## src/hw/rtl/i2c_mbe_pkg.sv

```systemverilog
`timescale 1ns / 1ps
// Shared types and constants for the I2C master byte engine.
// No dependencies; imported by the engine and its checker.
package i2c_mbe_pkg;

  localparam int unsigned PhaseWidth       = 16;
  localparam int unsigned BitCountWidth    = 4;
  localparam int unsigned ByteWidth        = 8;
  localparam logic [PhaseWidth-1:0] PhaseTicksReset = 16'd100;
  localparam logic [BitCountWidth-1:0] BitsPerByte  = 4'd8;

  typedef enum logic [2:0] {
    OP_NONE    = 3'd0,
    OP_START   = 3'd1,
    OP_STOP    = 3'd2,
    OP_SEND    = 3'd3,
    OP_RX_ACK  = 3'd4,
    OP_RX_NACK = 3'd5
  } op_e;

  typedef enum logic [1:0] {
    START_READY     = 2'd0,
    START_BUS_BUSY  = 2'd1,
    START_BUS_ERROR = 2'd2
  } start_stat_e;

  typedef enum logic [4:0] {
    ST_IDLE      = 5'd0,
    ST_S_SDA_HI  = 5'd1,
    ST_S_SCL_HI  = 5'd2,
    ST_S_SDA_LO  = 5'd3,
    ST_S_SCL_LO  = 5'd4,
    ST_P_SDA_LO  = 5'd5,
    ST_P_SCL_HI  = 5'd6,
    ST_P_SDA_HI  = 5'd7,
    ST_T_DATA    = 5'd8,
    ST_T_CLK_HI  = 5'd9,
    ST_T_CLK_LO  = 5'd10,
    ST_T_ACK_REL = 5'd11,
    ST_T_ACK_CLK = 5'd12,
    ST_R_CLK_HI  = 5'd13,
    ST_R_CLK_LO  = 5'd14,
    ST_A_DRIVE   = 5'd15,
    ST_A_CLK_HI  = 5'd16,
    ST_A_CLK_LO  = 5'd17
  } step_e;

endpackage

```

## src/hw/rtl/i2c_mbe_if.sv

```systemverilog
`timescale 1ns / 1ps
// Valid/ready channel interfaces for the I2C master byte engine:
// the tick request channel and the result channel. No dependencies.
interface i2c_mbe_in_if;
  logic       valid;
  logic       ready;
  logic [2:0] operation;
  logic [7:0] tx_byte;
  logic       sda_in;

  modport source (output valid, operation, tx_byte, sda_in, input ready);
  modport sink   (input valid, operation, tx_byte, sda_in, output ready);
endinterface

interface i2c_mbe_out_if;
  logic       valid;
  logic       ready;
  logic       scl_out;
  logic       sda_out;
  logic       busy_res;
  logic       done_res;
  logic [7:0] rx_byte;
  logic       ack_seen;
  logic [1:0] start_status;

  modport source (output valid, scl_out, sda_out, busy_res, done_res, rx_byte, ack_seen,
                  start_status, input ready);
  modport sink   (input valid, scl_out, sda_out, busy_res, done_res, rx_byte, ack_seen,
                  start_status, output ready);
endinterface

```

## src/hw/rtl/i2c_master_byte_engine.sv

```systemverilog
`timescale 1ns / 1ps
// I2C master byte engine: bus sequencer advanced one tick per request.
// Depends on i2c_mbe_pkg and the channel interfaces in i2c_mbe_if.sv.
//
// Usage: every request on in_i is one tick of the bus sequencer. It carries
// the sampled SDA level and, while the engine is idle, an optional command
// (start, stop, send byte, receive with ack or nack). Each request yields
// exactly one result on out_o with the SCL/SDA drive levels, busy, a done
// pulse, the last received byte, the ack flag and the last start status.
// Commands arriving while busy, or on the completing tick, are ignored.
// cfg_we_i/cfg_wdata_i write the phase length in ticks (0 behaves as 1);
// write it only while the engine is idle.
// The result is registered and offered in the cycle after its request is
// accepted. The sequencer state and the result register update together on
// each accepted request, one request every cycle unless the receiver stalls;
// a held result blocks in_i.ready until taken; no tick is lost or duplicated.
// Reset releases both lines, returns to idle, clears the received byte,
// ack flag and start status, and loads the phase length PhaseTicksRst (100 ticks by default).
module i2c_master_byte_engine
  import i2c_mbe_pkg::*;
#(
  parameter logic [PhaseWidth-1:0] PhaseTicksRst = PhaseTicksReset
) (
  input  logic                  clk_i,
  input  logic                  rst_ni,
  input  logic                  cfg_we_i,
  input  logic [PhaseWidth-1:0] cfg_wdata_i,
  i2c_mbe_in_if.sink            in_i,
  i2c_mbe_out_if.source         out_o
);

  logic [PhaseWidth-1:0]    phase_ticks_q;
  step_e                    step_q, step_d;
  logic [PhaseWidth-1:0]    phase_cnt_q, phase_cnt_d;
  logic [BitCountWidth-1:0] bit_cnt_q, bit_cnt_d;
  logic [ByteWidth-1:0]     shifter_q, shifter_d;
  logic                     scl_q, scl_d;
  logic                     sda_q, sda_d;
  logic [ByteWidth-1:0]     received_q, received_d;
  logic                     ack_q, ack_d;
  start_stat_e              start_q, start_d;
  logic                     nack_mode_q, nack_mode_d;

  logic                     accept;
  logic                     enter;
  logic                     done;
  logic                     phase_end;
  logic [PhaseWidth-1:0]    limit;
  logic [PhaseWidth-1:0]    cnt_inc;
  logic [BitCountWidth-1:0] bit_inc;

  logic                     out_valid_q;
  logic                     res_scl_q, res_sda_q, res_busy_q, res_done_q, res_ack_q;
  logic [ByteWidth-1:0]     res_rx_q;
  logic [1:0]               res_start_q;

  assign in_i.ready = !out_valid_q || out_o.ready;
  assign accept     = in_i.valid && in_i.ready;

  assign limit     = (phase_ticks_q == '0) ? {{(PhaseWidth-1){1'b0}}, 1'b1} : phase_ticks_q;
  assign cnt_inc   = phase_cnt_q + {{(PhaseWidth-1){1'b0}}, 1'b1};
  assign bit_inc   = bit_cnt_q + {{(BitCountWidth-1){1'b0}}, 1'b1};
  assign phase_end = (step_q != ST_IDLE) && (cnt_inc >= limit);

  // Next step of the sequencer.
  always_comb begin
    step_d      = step_q;
    phase_cnt_d = (step_q == ST_IDLE) ? phase_cnt_q : cnt_inc;
    bit_cnt_d   = bit_cnt_q;
    enter       = 1'b0;
    done        = 1'b0;
    if (step_q == ST_IDLE) begin
      unique case (in_i.operation)
        OP_START: begin
          step_d = ST_S_SDA_HI;
          enter  = 1'b1;
        end
        OP_STOP: begin
          step_d = ST_P_SDA_LO;
          enter  = 1'b1;
        end
        OP_SEND: begin
          step_d    = ST_T_DATA;
          bit_cnt_d = '0;
          enter     = 1'b1;
        end
        OP_RX_ACK, OP_RX_NACK: begin
          step_d    = ST_R_CLK_HI;
          bit_cnt_d = '0;
          enter     = 1'b1;
        end
        default: ;
      endcase
    end else if (phase_end) begin
      enter = 1'b1;
      unique case (step_q)
        ST_S_SDA_HI: step_d = ST_S_SCL_HI;
        ST_S_SCL_HI: begin
          // A low SDA with both lines released means another master holds the bus.
          if (!in_i.sda_in) begin
            step_d = ST_IDLE;
            done   = 1'b1;
          end else begin
            step_d = ST_S_SDA_LO;
          end
        end
        ST_S_SDA_LO: step_d = ST_S_SCL_LO;
        ST_P_SDA_LO: step_d = ST_P_SCL_HI;
        ST_P_SCL_HI: step_d = ST_P_SDA_HI;
        ST_T_DATA:   step_d = ST_T_CLK_HI;
        ST_T_CLK_HI: step_d = ST_T_CLK_LO;
        ST_T_CLK_LO: begin
          bit_cnt_d = bit_inc;
          step_d    = (bit_inc < BitsPerByte) ? ST_T_DATA : ST_T_ACK_REL;
        end
        ST_T_ACK_REL: step_d = ST_T_ACK_CLK;
        ST_R_CLK_HI:  step_d = ST_R_CLK_LO;
        ST_R_CLK_LO: begin
          bit_cnt_d = bit_inc;
          step_d    = (bit_inc < BitsPerByte) ? ST_R_CLK_HI : ST_A_DRIVE;
        end
        ST_A_DRIVE:  step_d = ST_A_CLK_HI;
        ST_A_CLK_HI: step_d = ST_A_CLK_LO;
        default: begin
          step_d = ST_IDLE;
          done   = 1'b1;
        end
      endcase
    end
    if (enter) begin
      phase_cnt_d = '0;
    end
  end

  // Pin levels and data path for the step being entered.
  always_comb begin
    shifter_d   = shifter_q;
    scl_d       = scl_q;
    sda_d       = sda_q;
    received_d  = received_q;
    ack_d       = ack_q;
    start_d     = start_q;
    nack_mode_d = nack_mode_q;

    if (step_q == ST_IDLE) begin
      if (in_i.operation == OP_SEND) begin
        shifter_d = in_i.tx_byte;
      end else if (in_i.operation == OP_RX_ACK || in_i.operation == OP_RX_NACK) begin
        shifter_d   = '0;
        nack_mode_d = (in_i.operation == OP_RX_NACK);
      end
    end else if (phase_end) begin
      unique case (step_q)
        ST_S_SCL_HI: begin
          if (!in_i.sda_in) begin
            start_d = START_BUS_BUSY;
          end
        end
        ST_S_SCL_LO: start_d = in_i.sda_in ? START_BUS_ERROR : START_READY;
        ST_T_ACK_CLK: begin
          ack_d = !in_i.sda_in;
          scl_d = 1'b0;
        end
        ST_R_CLK_HI: shifter_d = {shifter_q[ByteWidth-2:0], in_i.sda_in};
        ST_R_CLK_LO: begin
          if (!(bit_inc < BitsPerByte)) begin
            received_d = shifter_q;
          end
        end
        default: ;
      endcase
    end

    if (enter) begin
      unique case (step_d)
        ST_S_SDA_HI, ST_P_SDA_HI, ST_T_ACK_REL: sda_d = 1'b1;
        ST_S_SDA_LO, ST_P_SDA_LO:               sda_d = 1'b0;
        ST_S_SCL_HI, ST_P_SCL_HI, ST_T_CLK_HI,
        ST_T_ACK_CLK, ST_A_CLK_HI:              scl_d = 1'b1;
        ST_S_SCL_LO, ST_T_CLK_LO, ST_R_CLK_LO,
        ST_A_CLK_LO:                            scl_d = 1'b0;
        ST_T_DATA: begin
          // The byte was loaded into the shifter this tick when the command starts.
          scl_d     = 1'b0;
          sda_d     = shifter_d[ByteWidth-1];
          shifter_d = {shifter_d[ByteWidth-2:0], 1'b0};
        end
        ST_R_CLK_HI: begin
          sda_d = 1'b1;
          scl_d = 1'b1;
        end
        ST_A_DRIVE: sda_d = nack_mode_d;
        default: ;
      endcase
    end
  end

  always_ff @(posedge clk_i or negedge rst_ni) begin
    if (!rst_ni) begin
      phase_ticks_q <= PhaseTicksRst;
    end else if (cfg_we_i) begin
      phase_ticks_q <= cfg_wdata_i;
    end
  end

  always_ff @(posedge clk_i or negedge rst_ni) begin
    if (!rst_ni) begin
      step_q      <= ST_IDLE;
      phase_cnt_q <= '0;
      bit_cnt_q   <= '0;
      shifter_q   <= '0;
      scl_q       <= 1'b1;
      sda_q       <= 1'b1;
      received_q  <= '0;
      ack_q       <= 1'b0;
      start_q     <= START_READY;
      nack_mode_q <= 1'b0;
    end else if (accept) begin
      step_q      <= step_d;
      phase_cnt_q <= phase_cnt_d;
      bit_cnt_q   <= bit_cnt_d;
      shifter_q   <= shifter_d;
      scl_q       <= scl_d;
      sda_q       <= sda_d;
      received_q  <= received_d;
      ack_q       <= ack_d;
      start_q     <= start_d;
      nack_mode_q <= nack_mode_d;
    end
  end

  always_ff @(posedge clk_i or negedge rst_ni) begin
    if (!rst_ni) begin
      out_valid_q <= 1'b0;
    end else if (in_i.ready) begin
      out_valid_q <= in_i.valid;
    end
  end

  always_ff @(posedge clk_i) begin
    if (accept) begin
      res_scl_q   <= scl_d;
      res_sda_q   <= sda_d;
      res_busy_q  <= (step_d != ST_IDLE);
      res_done_q  <= done;
      res_rx_q    <= received_d;
      res_ack_q   <= ack_d;
      res_start_q <= start_d;
    end
  end

  assign out_o.valid        = out_valid_q;
  assign out_o.scl_out      = res_scl_q;
  assign out_o.sda_out      = res_sda_q;
  assign out_o.busy_res     = res_busy_q;
  assign out_o.done_res     = res_done_q;
  assign out_o.rx_byte      = res_rx_q;
  assign out_o.ack_seen     = res_ack_q;
  assign out_o.start_status = res_start_q;

endmodule

```

## src/flat_wrapper.sv

```systemverilog
// flat-port wrapper written by rule: the top's interface ports become plain ports
module i2c_master_byte_engine_flat import i2c_mbe_pkg::*;
#(
  parameter logic [PhaseWidth-1:0] PhaseTicksRst = PhaseTicksReset
)
  (clk_i, rst_ni, cfg_we_i, cfg_wdata_i, in_i_valid, in_i_operation, in_i_tx_byte, in_i_sda_in, in_i_ready, out_o_valid, out_o_scl_out, out_o_sda_out, out_o_busy_res, out_o_done_res, out_o_rx_byte, out_o_ack_seen, out_o_start_status, out_o_ready);
  i2c_mbe_in_if in_i_i ();
  i2c_mbe_out_if out_o_i ();
  input  logic clk_i;
  input  logic rst_ni;
  input  logic cfg_we_i;
  input  logic [PhaseWidth-1:0] cfg_wdata_i;
  input wire logic [$bits(in_i_i.valid)-1:0] in_i_valid;
  input wire logic [$bits(in_i_i.operation)-1:0] in_i_operation;
  input wire logic [$bits(in_i_i.tx_byte)-1:0] in_i_tx_byte;
  input wire logic [$bits(in_i_i.sda_in)-1:0] in_i_sda_in;
  output wire logic [$bits(in_i_i.ready)-1:0] in_i_ready;
  output wire logic [$bits(out_o_i.valid)-1:0] out_o_valid;
  output wire logic [$bits(out_o_i.scl_out)-1:0] out_o_scl_out;
  output wire logic [$bits(out_o_i.sda_out)-1:0] out_o_sda_out;
  output wire logic [$bits(out_o_i.busy_res)-1:0] out_o_busy_res;
  output wire logic [$bits(out_o_i.done_res)-1:0] out_o_done_res;
  output wire logic [$bits(out_o_i.rx_byte)-1:0] out_o_rx_byte;
  output wire logic [$bits(out_o_i.ack_seen)-1:0] out_o_ack_seen;
  output wire logic [$bits(out_o_i.start_status)-1:0] out_o_start_status;
  input wire logic [$bits(out_o_i.ready)-1:0] out_o_ready;
  assign in_i_i.valid = in_i_valid;
  assign in_i_i.operation = in_i_operation;
  assign in_i_i.tx_byte = in_i_tx_byte;
  assign in_i_i.sda_in = in_i_sda_in;
  assign in_i_ready = in_i_i.ready;
  assign out_o_valid = out_o_i.valid;
  assign out_o_scl_out = out_o_i.scl_out;
  assign out_o_sda_out = out_o_i.sda_out;
  assign out_o_busy_res = out_o_i.busy_res;
  assign out_o_done_res = out_o_i.done_res;
  assign out_o_rx_byte = out_o_i.rx_byte;
  assign out_o_ack_seen = out_o_i.ack_seen;
  assign out_o_start_status = out_o_i.start_status;
  assign out_o_i.ready = out_o_ready;
  i2c_master_byte_engine #(.PhaseTicksRst(PhaseTicksRst)) u_core (.clk_i(clk_i), .rst_ni(rst_ni), .cfg_we_i(cfg_we_i), .cfg_wdata_i(cfg_wdata_i), .in_i(in_i_i), .out_o(out_o_i));
endmodule
```

## config.mk

```make
export PLATFORM = sky130hd
export DESIGN_NAME = i2c_master_byte_engine_flat
export DESIGN_NICKNAME = d
export VERILOG_FILES = /design/src/hw/rtl/i2c_mbe_pkg.sv /design/src/hw/rtl/i2c_mbe_if.sv /design/src/hw/rtl/i2c_master_byte_engine.sv /design/src/flat_wrapper.sv
export SDC_FILE = /design/constraint.sdc
export NUM_CORES = 1
export LEC_CHECK = 0
export BUFFER_PORTS_ARGS = -buffer_cell sky130_fd_sc_hd__buf_2
export CORE_UTILIZATION = 42
export CTS_BUF_LIST = sky130_fd_sc_hd__clkbuf_8
export CTS_CLUSTER_DIAMETER = 40
export DETAILED_ROUTE_END_ITERATION = 16
export PLACE_DENSITY = 0.65
export SLEW_MARGIN = 10
export SYNTH_ARGS = -nofsm -noshare
export SYNTH_HDL_FRONTEND = slang
export SYNTH_SLANG_ARGS = --single-unit
```

## constraint.sdc

```tcl
create_clock -name clk_i -period 3.65 [get_ports clk_i]
set_input_delay 0 -clock clk_i [delete_from_list [all_inputs] [get_ports clk_i]]
set_output_delay 0 -clock clk_i [all_outputs]
set_load 0.005 [all_outputs]
```

======== Yosys cells after proc, flatten, opt, wreduce, memory -nomap -nowiden ========
Index checks and enable logic that the tools add are counted.
cells by class
  reductions and logical operators ........ 24
  magnitude comparators ................... 2
  multiplexer cells ....................... 48
  eq/ne operators ......................... 39
  bitwise gates (word level) .............. 1
  add/sub/neg operators ................... 2
operator list
  kind                                                              count
  8-bit two-way mux                                                 11
  5-bit by 4-bit == test with 1-bit output (second input constant)  16
  5-bit case mux with 13 select lines                               1
  16-bit two-way mux                                                3
  5-bit by 3-bit == test with 1-bit output (second input constant)  7
  5-bit by 2-bit == test with 1-bit output (second input constant)  4
  5-bit case mux with 4 select lines                                1
  16-bit by 1-bit adder with 16-bit output (second input constant)  1
  16-bit greater-or-equal comparator                                1
  16-bit zero test                                                  1
  4-bit two-way mux                                                 4
  5-bit == test (second input constant)                             3
  1-bit two-way mux                                                 15
  2-bit two-way mux                                                 7
  12-bit OR reduction                                               1
  5-bit by 1-bit == test with 1-bit output (second input constant)  2
  5-bit two-way mux                                                 2
  5-bit nonzero test                                                2
  5-bit OR reduction                                                2
  2-bit OR reduction                                                4
  3-bit by 2-bit == test with 1-bit output (second input constant)  2
  3-bit == test (second input constant)                             2
  6-bit OR reduction                                                1
  5-bit zero test                                                   1
  17 further kinds                                                  22
word-level totals
  logic and storage cells ................. 135
  output and inout port bits .............. 17
  flip-flop bits (word level) ............. 79

======== Longest topological paths before layout ========
  depth in word-level cells ............... 10
  gate-level depth with buffers ........... 18
  gate-level depth less buffers ........... 16

======== Worst setup path before layout ========
No wires, ideal clock.
  kind .................................... register -> register
  from .................................... register u_core.phase_cnt_q[0]
  to ...................................... register u_core.res_sda_q (netlist: u_core.out_o.sda_out), data pin
  stages on the path, launching flop included .. 18
  arrival ................................. 3.742 ns
  setup time .............................. 0.257 ns
  path slack .............................. -0.349 ns
  data required time ...................... 3.393 ns
  buffers on the path ..................... 2
  period minus slack after synthesis ...... 3.999 ns
  path through ............................ dfrtp_1 > ha_1 > and3_1 > nand3_1 > nor4_1 > xor2_1 > ha_1 > a21oi_1 > nand2_1 > a221oi_2 > o21a_2 > buf_6 > o211ai_2 > nor4_4 > buf_6 > a41oi_1 > nand4_1 > nand2_1
between the ends
  longest elaborated chain between the ends .. 9
  elaborated cells between the ends (all ways) .. 21
  classes of those cells .................. add/sub: 1; order compare: 1; eq/ne: 8; mux: 8; reduce/logical: 3
RTL lines
  item                                                                              RTL line                       source
  from (decl)                                                                       i2c_master_byte_engine.sv:34   logic [PhaseWidth-1:0] phase_cnt_q, phase_cnt_d;
  from (signal assigned)                                                            i2c_master_byte_engine.sv:220  phase_cnt_q <= phase_cnt_d;
  16-bit by 1-bit adder with 16-bit output *                                        i2c_master_byte_engine.sv:61   assign cnt_inc = phase_cnt_q + {{(PhaseWidth-1){1'b0}}, 1'b1};
  16-bit greater-or-equal comparator *                                              i2c_master_byte_engine.sv:63   assign phase_end = (step_q != ST_IDLE) && (cnt_inc >= limit);
  1-bit logical AND *                                                               i2c_master_byte_engine.sv:63
  5-bit two-way mux                                                                 i2c_master_byte_engine.sv:94   end else if (phase_end) begin
  5-bit two-way mux                                                                 i2c_master_byte_engine.sv:72   if (step_q == ST_IDLE) begin
  5-bit by 1-bit == test with 1-bit output, or another cell as far along            i2c_master_byte_engine.sv:175  unique case (step_d)
  4-bit OR reduction (no source line) / 2-bit OR reduction (equally long branches)  -
  1-bit case mux with 4 select lines                                                i2c_master_byte_engine.sv:175
  1-bit two-way mux *                                                               i2c_master_byte_engine.sv:174  if (enter) begin
  via u_core.sda_d                                                                  i2c_master_byte_engine.sv:38   logic sda_q, sda_d;
  to (signal assigned)                                                              i2c_master_byte_engine.sv:243  res_sda_q <= sda_d;
  to (decl)                                                                         i2c_master_byte_engine.sv:53   logic res_scl_q, res_sda_q, res_busy_q, res_done_q, res_ack_q;
The timed path passes the listed nets; every way through them passes the cells marked *.
A chain may end at the register's enable or synchronous reset.

======== Worst setup path in the final report ========
Same ends and word-level chain as after synthesis.

==> summary.md <==
| Metric | Value |
|---|---|
| Status | `complete, but fails checks` |
| Failing checks | `negative setup slack` |
| Part of the cycle the worst path needs | `100.1%` |
| Critical path arrival | `3.77 ns` |
| Yosys top cell area share | `a little under a third` |
| Number of global-route vias before repair | `4,041` |
| Minimum clock period | `roughly 3.7 ns` |
| Post-synth EDFFs | `15` |
| DIE AREA | `0.01165 mm2` |
| Port bufs | `49` |
| Total power | `3.414 mW` |
| ANT cells | `0` |
| Core Region | `between 0.01 and 0.015 mm2` |
| Leak | `2.853 nW` |
| Row cnt | `38` |
| Die H | `108.0 um` |
| Area leader, netlist | `dfrtp_1` |
| Clk_skew | `0.008688 ns` |
| Post-Syn Instances | `503` |
| Root Driver | `clkbuf_8` |
| CTS sink cnt | `79` |
| H-tree depth | `3` |
| Final ANT Viol Nets | `0` |
| Pwr dens | `roughly 560 mW/mm2` |
| Global-route wire length before repair | `18.84 mm` |
| Starting DRT DRC Count | `288` |
| GPL Wtd Cong | `0.8815` |
| Area of the multi-input gates | `0.002601 mm2` |
| Max frequency | `roughly 270 MHz` |
| Primary FF master, synth | `dfrtp_1` |
| Number of remaining DRC errors | `0` |
| WL final | `11.72 mm` |
| Clk_lat worst skew | `0.36 ns` |
| Required time worst endpoint | `approximately 3.8 ns` |
| MaxCap Viol Count | `0` |
| Final Setup Violations | `1` |
| Gr usage total | `between 20% and 30%` |
| Net Count, Synth | `555` |
| Starting Density | `43.30%` |
| Vias per Instance | `between 5 and 6` |
| Max FO, Critical Path | `5` |
| Fin. max-slew vios | `0` |
| Synth Register Bits | `between 70 and 80` |
| Fillers | `between 900 and 1,000` |
| Yosys warnings | `0` |
| Pin count of the biggest net entering global routing | `40` |
| TritonRoute pass-1 iters | `4` |
| Worst-Margin Slew | `0.8766 ns` |
| Maximum VDD drop | `0.3690 mV` |
| Die span in x | `between 100 and 150 um` |
| WL per Instance | `15.46 um` |
| Initial antenna violation count | `0` |
| Post-synthesis sequential area ratio | `43.66%` |
| Num CTS Buffers | `9` |
| Final Hold Viols | `0` |
| Storage cell area | `0.002058 mm2` |
| DP HPWL | `7.876 mm` |
| Clock buffer depth | `2` |
| RSZ-0062 raised after global routing | `yes` |
| Syn Std Cell Area | `0.004715 mm2` |
| Worst hold path class | `input pin to flop` |
| Grt ovf | `0` |
| Post-synthesis async set-or-reset flop share | `roughly four fifths` |
| Via count | `4,142` |
| Syn_area_per_cell | `9.373 um2` |
| CTS tree | `yes` |
| Post-synth cell types | `66` |
| I/O pins | `50` |
| Critical Path Start Type | `flop` |
| Setup ws final | `-0.004162 ns` |
| Setup_tns | `-0.004162 ns` |
| Nets@finish | `665` |
| Layout cells sized above 1 | `about 29%` |
| Rel. slew slack | `41.56%` |
| CP Class | `flop to flop` |
| Crit path capture type | `flop` |
| Clock-pin slew on the worst setup and hold paths | `0.08 ns` |
| Synth top area cells | `dfrtp_1, edfxtp_1, nand2_1` |
| Area added between synthesis and finish | `28.93%` |
[cell usage in the layout, fill, tap and decap left out, drive strengths merged, types with 4 or more instances in the layout]
master	count
inv	26
clkbuf	9
mux2	14
ha	19
edfxtp	15
xor2	8
dfrtp	59
nand2	90
nor3	11
o211ai	7
o21ai	49
a221o	5
nand3	19
bufinv	4
xnor2	11
nand4	4
nor4	8
buf	105
dlygate4sd3	19
o31ai	4
a21oi	14
mux2i	7
nor2	26
nand2b	6
and3	11
o21a	5
or2	4
dfstp	5
a22o	13
[per-stage QoR]
step	setup slack, ns	std cells	util [%]	hold slack [ns]	area, um2
global placement	-0.03580	715	49.85	0.1571	5428
CTS	0.01861	753	54.31	0.05370	5913
detailed placement	-0.1687	715	49.85	0.1630	5428
finish	-0.004162	758	55.83	0.07266	6078
floorplan	0.01885	503	-	-0.2956	4770
global route	-0.2035	758	55.83	0.08995	6078
[Yosys cell counts, types with 3 or more instances]
master and n:
nand3b_1 3, nand2b_1 6, ha_1 19, clkbuf_1 16, nor3b_1 3, o21ai_0 41, mux2_2 12, mux2i_1 7
a221o_1 5, nand3_1 18, o21a_1 3, xnor2_1 11, or2_2 3, o211ai_1 5, inv_1 25, nor4_1 5
nor4_4 3, nor2_1 24, nor3_1 11, nand4_1 4, edfxtp_1 15, a21oi_1 14, buf_2 4, and3_1 11
a22o_1 13, buf_6 3, dfrtp_1 59, xor2_1 8, nand2_1 90, dfstp_2 5, o31ai_1 3, o21ai_1 8
[timing repair]
item                                   4_1_cts  5_1_grt
gates cloned                                 0        1
setup endpoints to repair                   12       32
buffers inserted                             3        5
pin swaps                                    2       16
gates resized for setup                      3       34
endpoints found under the hold margin       48        0
hold buffers                                19        0
[worst paths after layout]
check                                            from  slack (ns)  cells after the start                      end
max in group asynchronous                      rst_ni        2.41                      3             u_core.sda_q
worst min register to register   u_core.received_q[1]        0.47                      2     u_core.received_q[1]
worst max register to register  u_core.phase_cnt_q[0]      -0.004                     16     u_core.out_o.sda_out
min in group asynchronous                      rst_ni        0.30                      2   u_core.phase_cnt_q[10]
worst max-delay path            u_core.phase_cnt_q[0]      -0.004                     16     u_core.out_o.sda_out
worst min-delay path                         cfg_we_i        0.07                      3  u_core.phase_ticks_q[6]
[cell type report]
cell class / instances / area share (%)
sequential: 79 / 33.86
inverter: 25 / 1.544
clock inverter: 7 / 2.244
timing repair buffer: 124 / 14.64
clock buffer: 9 / 2.038
tap: 140 / 2.882
multi-input combinational: 374 / 42.80
[report_power, final]
part	total (mW)	leakage (nW)	internal, mW	switching [mW]
Combinational	1.37	1.75	0.628	0.744
Clock	0.846	0.131	0.520	0.327
Sequential	1.20	0.973	1.04	0.151
Total	3.41	2.85	2.19	1.22
[critical path, stage by stage, from the launching register on]
cell	delay, ns
dfrtp_1	0.40
ha_2	0.20
and3_4	0.21
nand3_4	0.11
nor4_4	0.16
xor2_1	0.25
ha_1	0.31
a21oi_2	0.15
nand2_2	0.08
a221oi_4	0.37
o21a_4	0.27
mux2i_4	0.30
nor4_4	0.07
buf_4	0.17
buf_6	0.14
a22oi_1	0.15
nand2_1	0.07
[routing by layer]
metal	GRT usage, %	vias to the layer above	wire [um]
li1	-	2028	-
met1	25.15	2002	5369
met2	36.17	104	5721
met3	4.461	8	493
met4	6.849	0	136
met5	0	-	0
[sequential cells by signal, summed over array words and instances, names as in the netlist, 2 cells and up]
register                   flops
u_core.start_q                 2
u_core.out_o.start_status      2
u_core.shifter_q               8
u_core.step_q                  5
u_core.phase_cnt_q            16
u_core.phase_ticks_q          16
u_core.out_o.rx_byte           8
u_core.bit_cnt_q               4
u_core.received_q              8
[cells by family (layout without fill, tap and decap cells)]
group | after synthesis | count (layout) | synth area share (%)
compound gates | 120 | 121 | 17.68
simple gates | 194 | 194 | 20.38
flops | 79 | 79 | 43.66
xor+xnor | 19 | 19 | 3.530
buf+inv | 51 | 165 | 4.724
mux | 21 | 21 | 4.989
fa+ha+maj | 19 | 19 | 5.043
(Power assumes the default switching activity.)
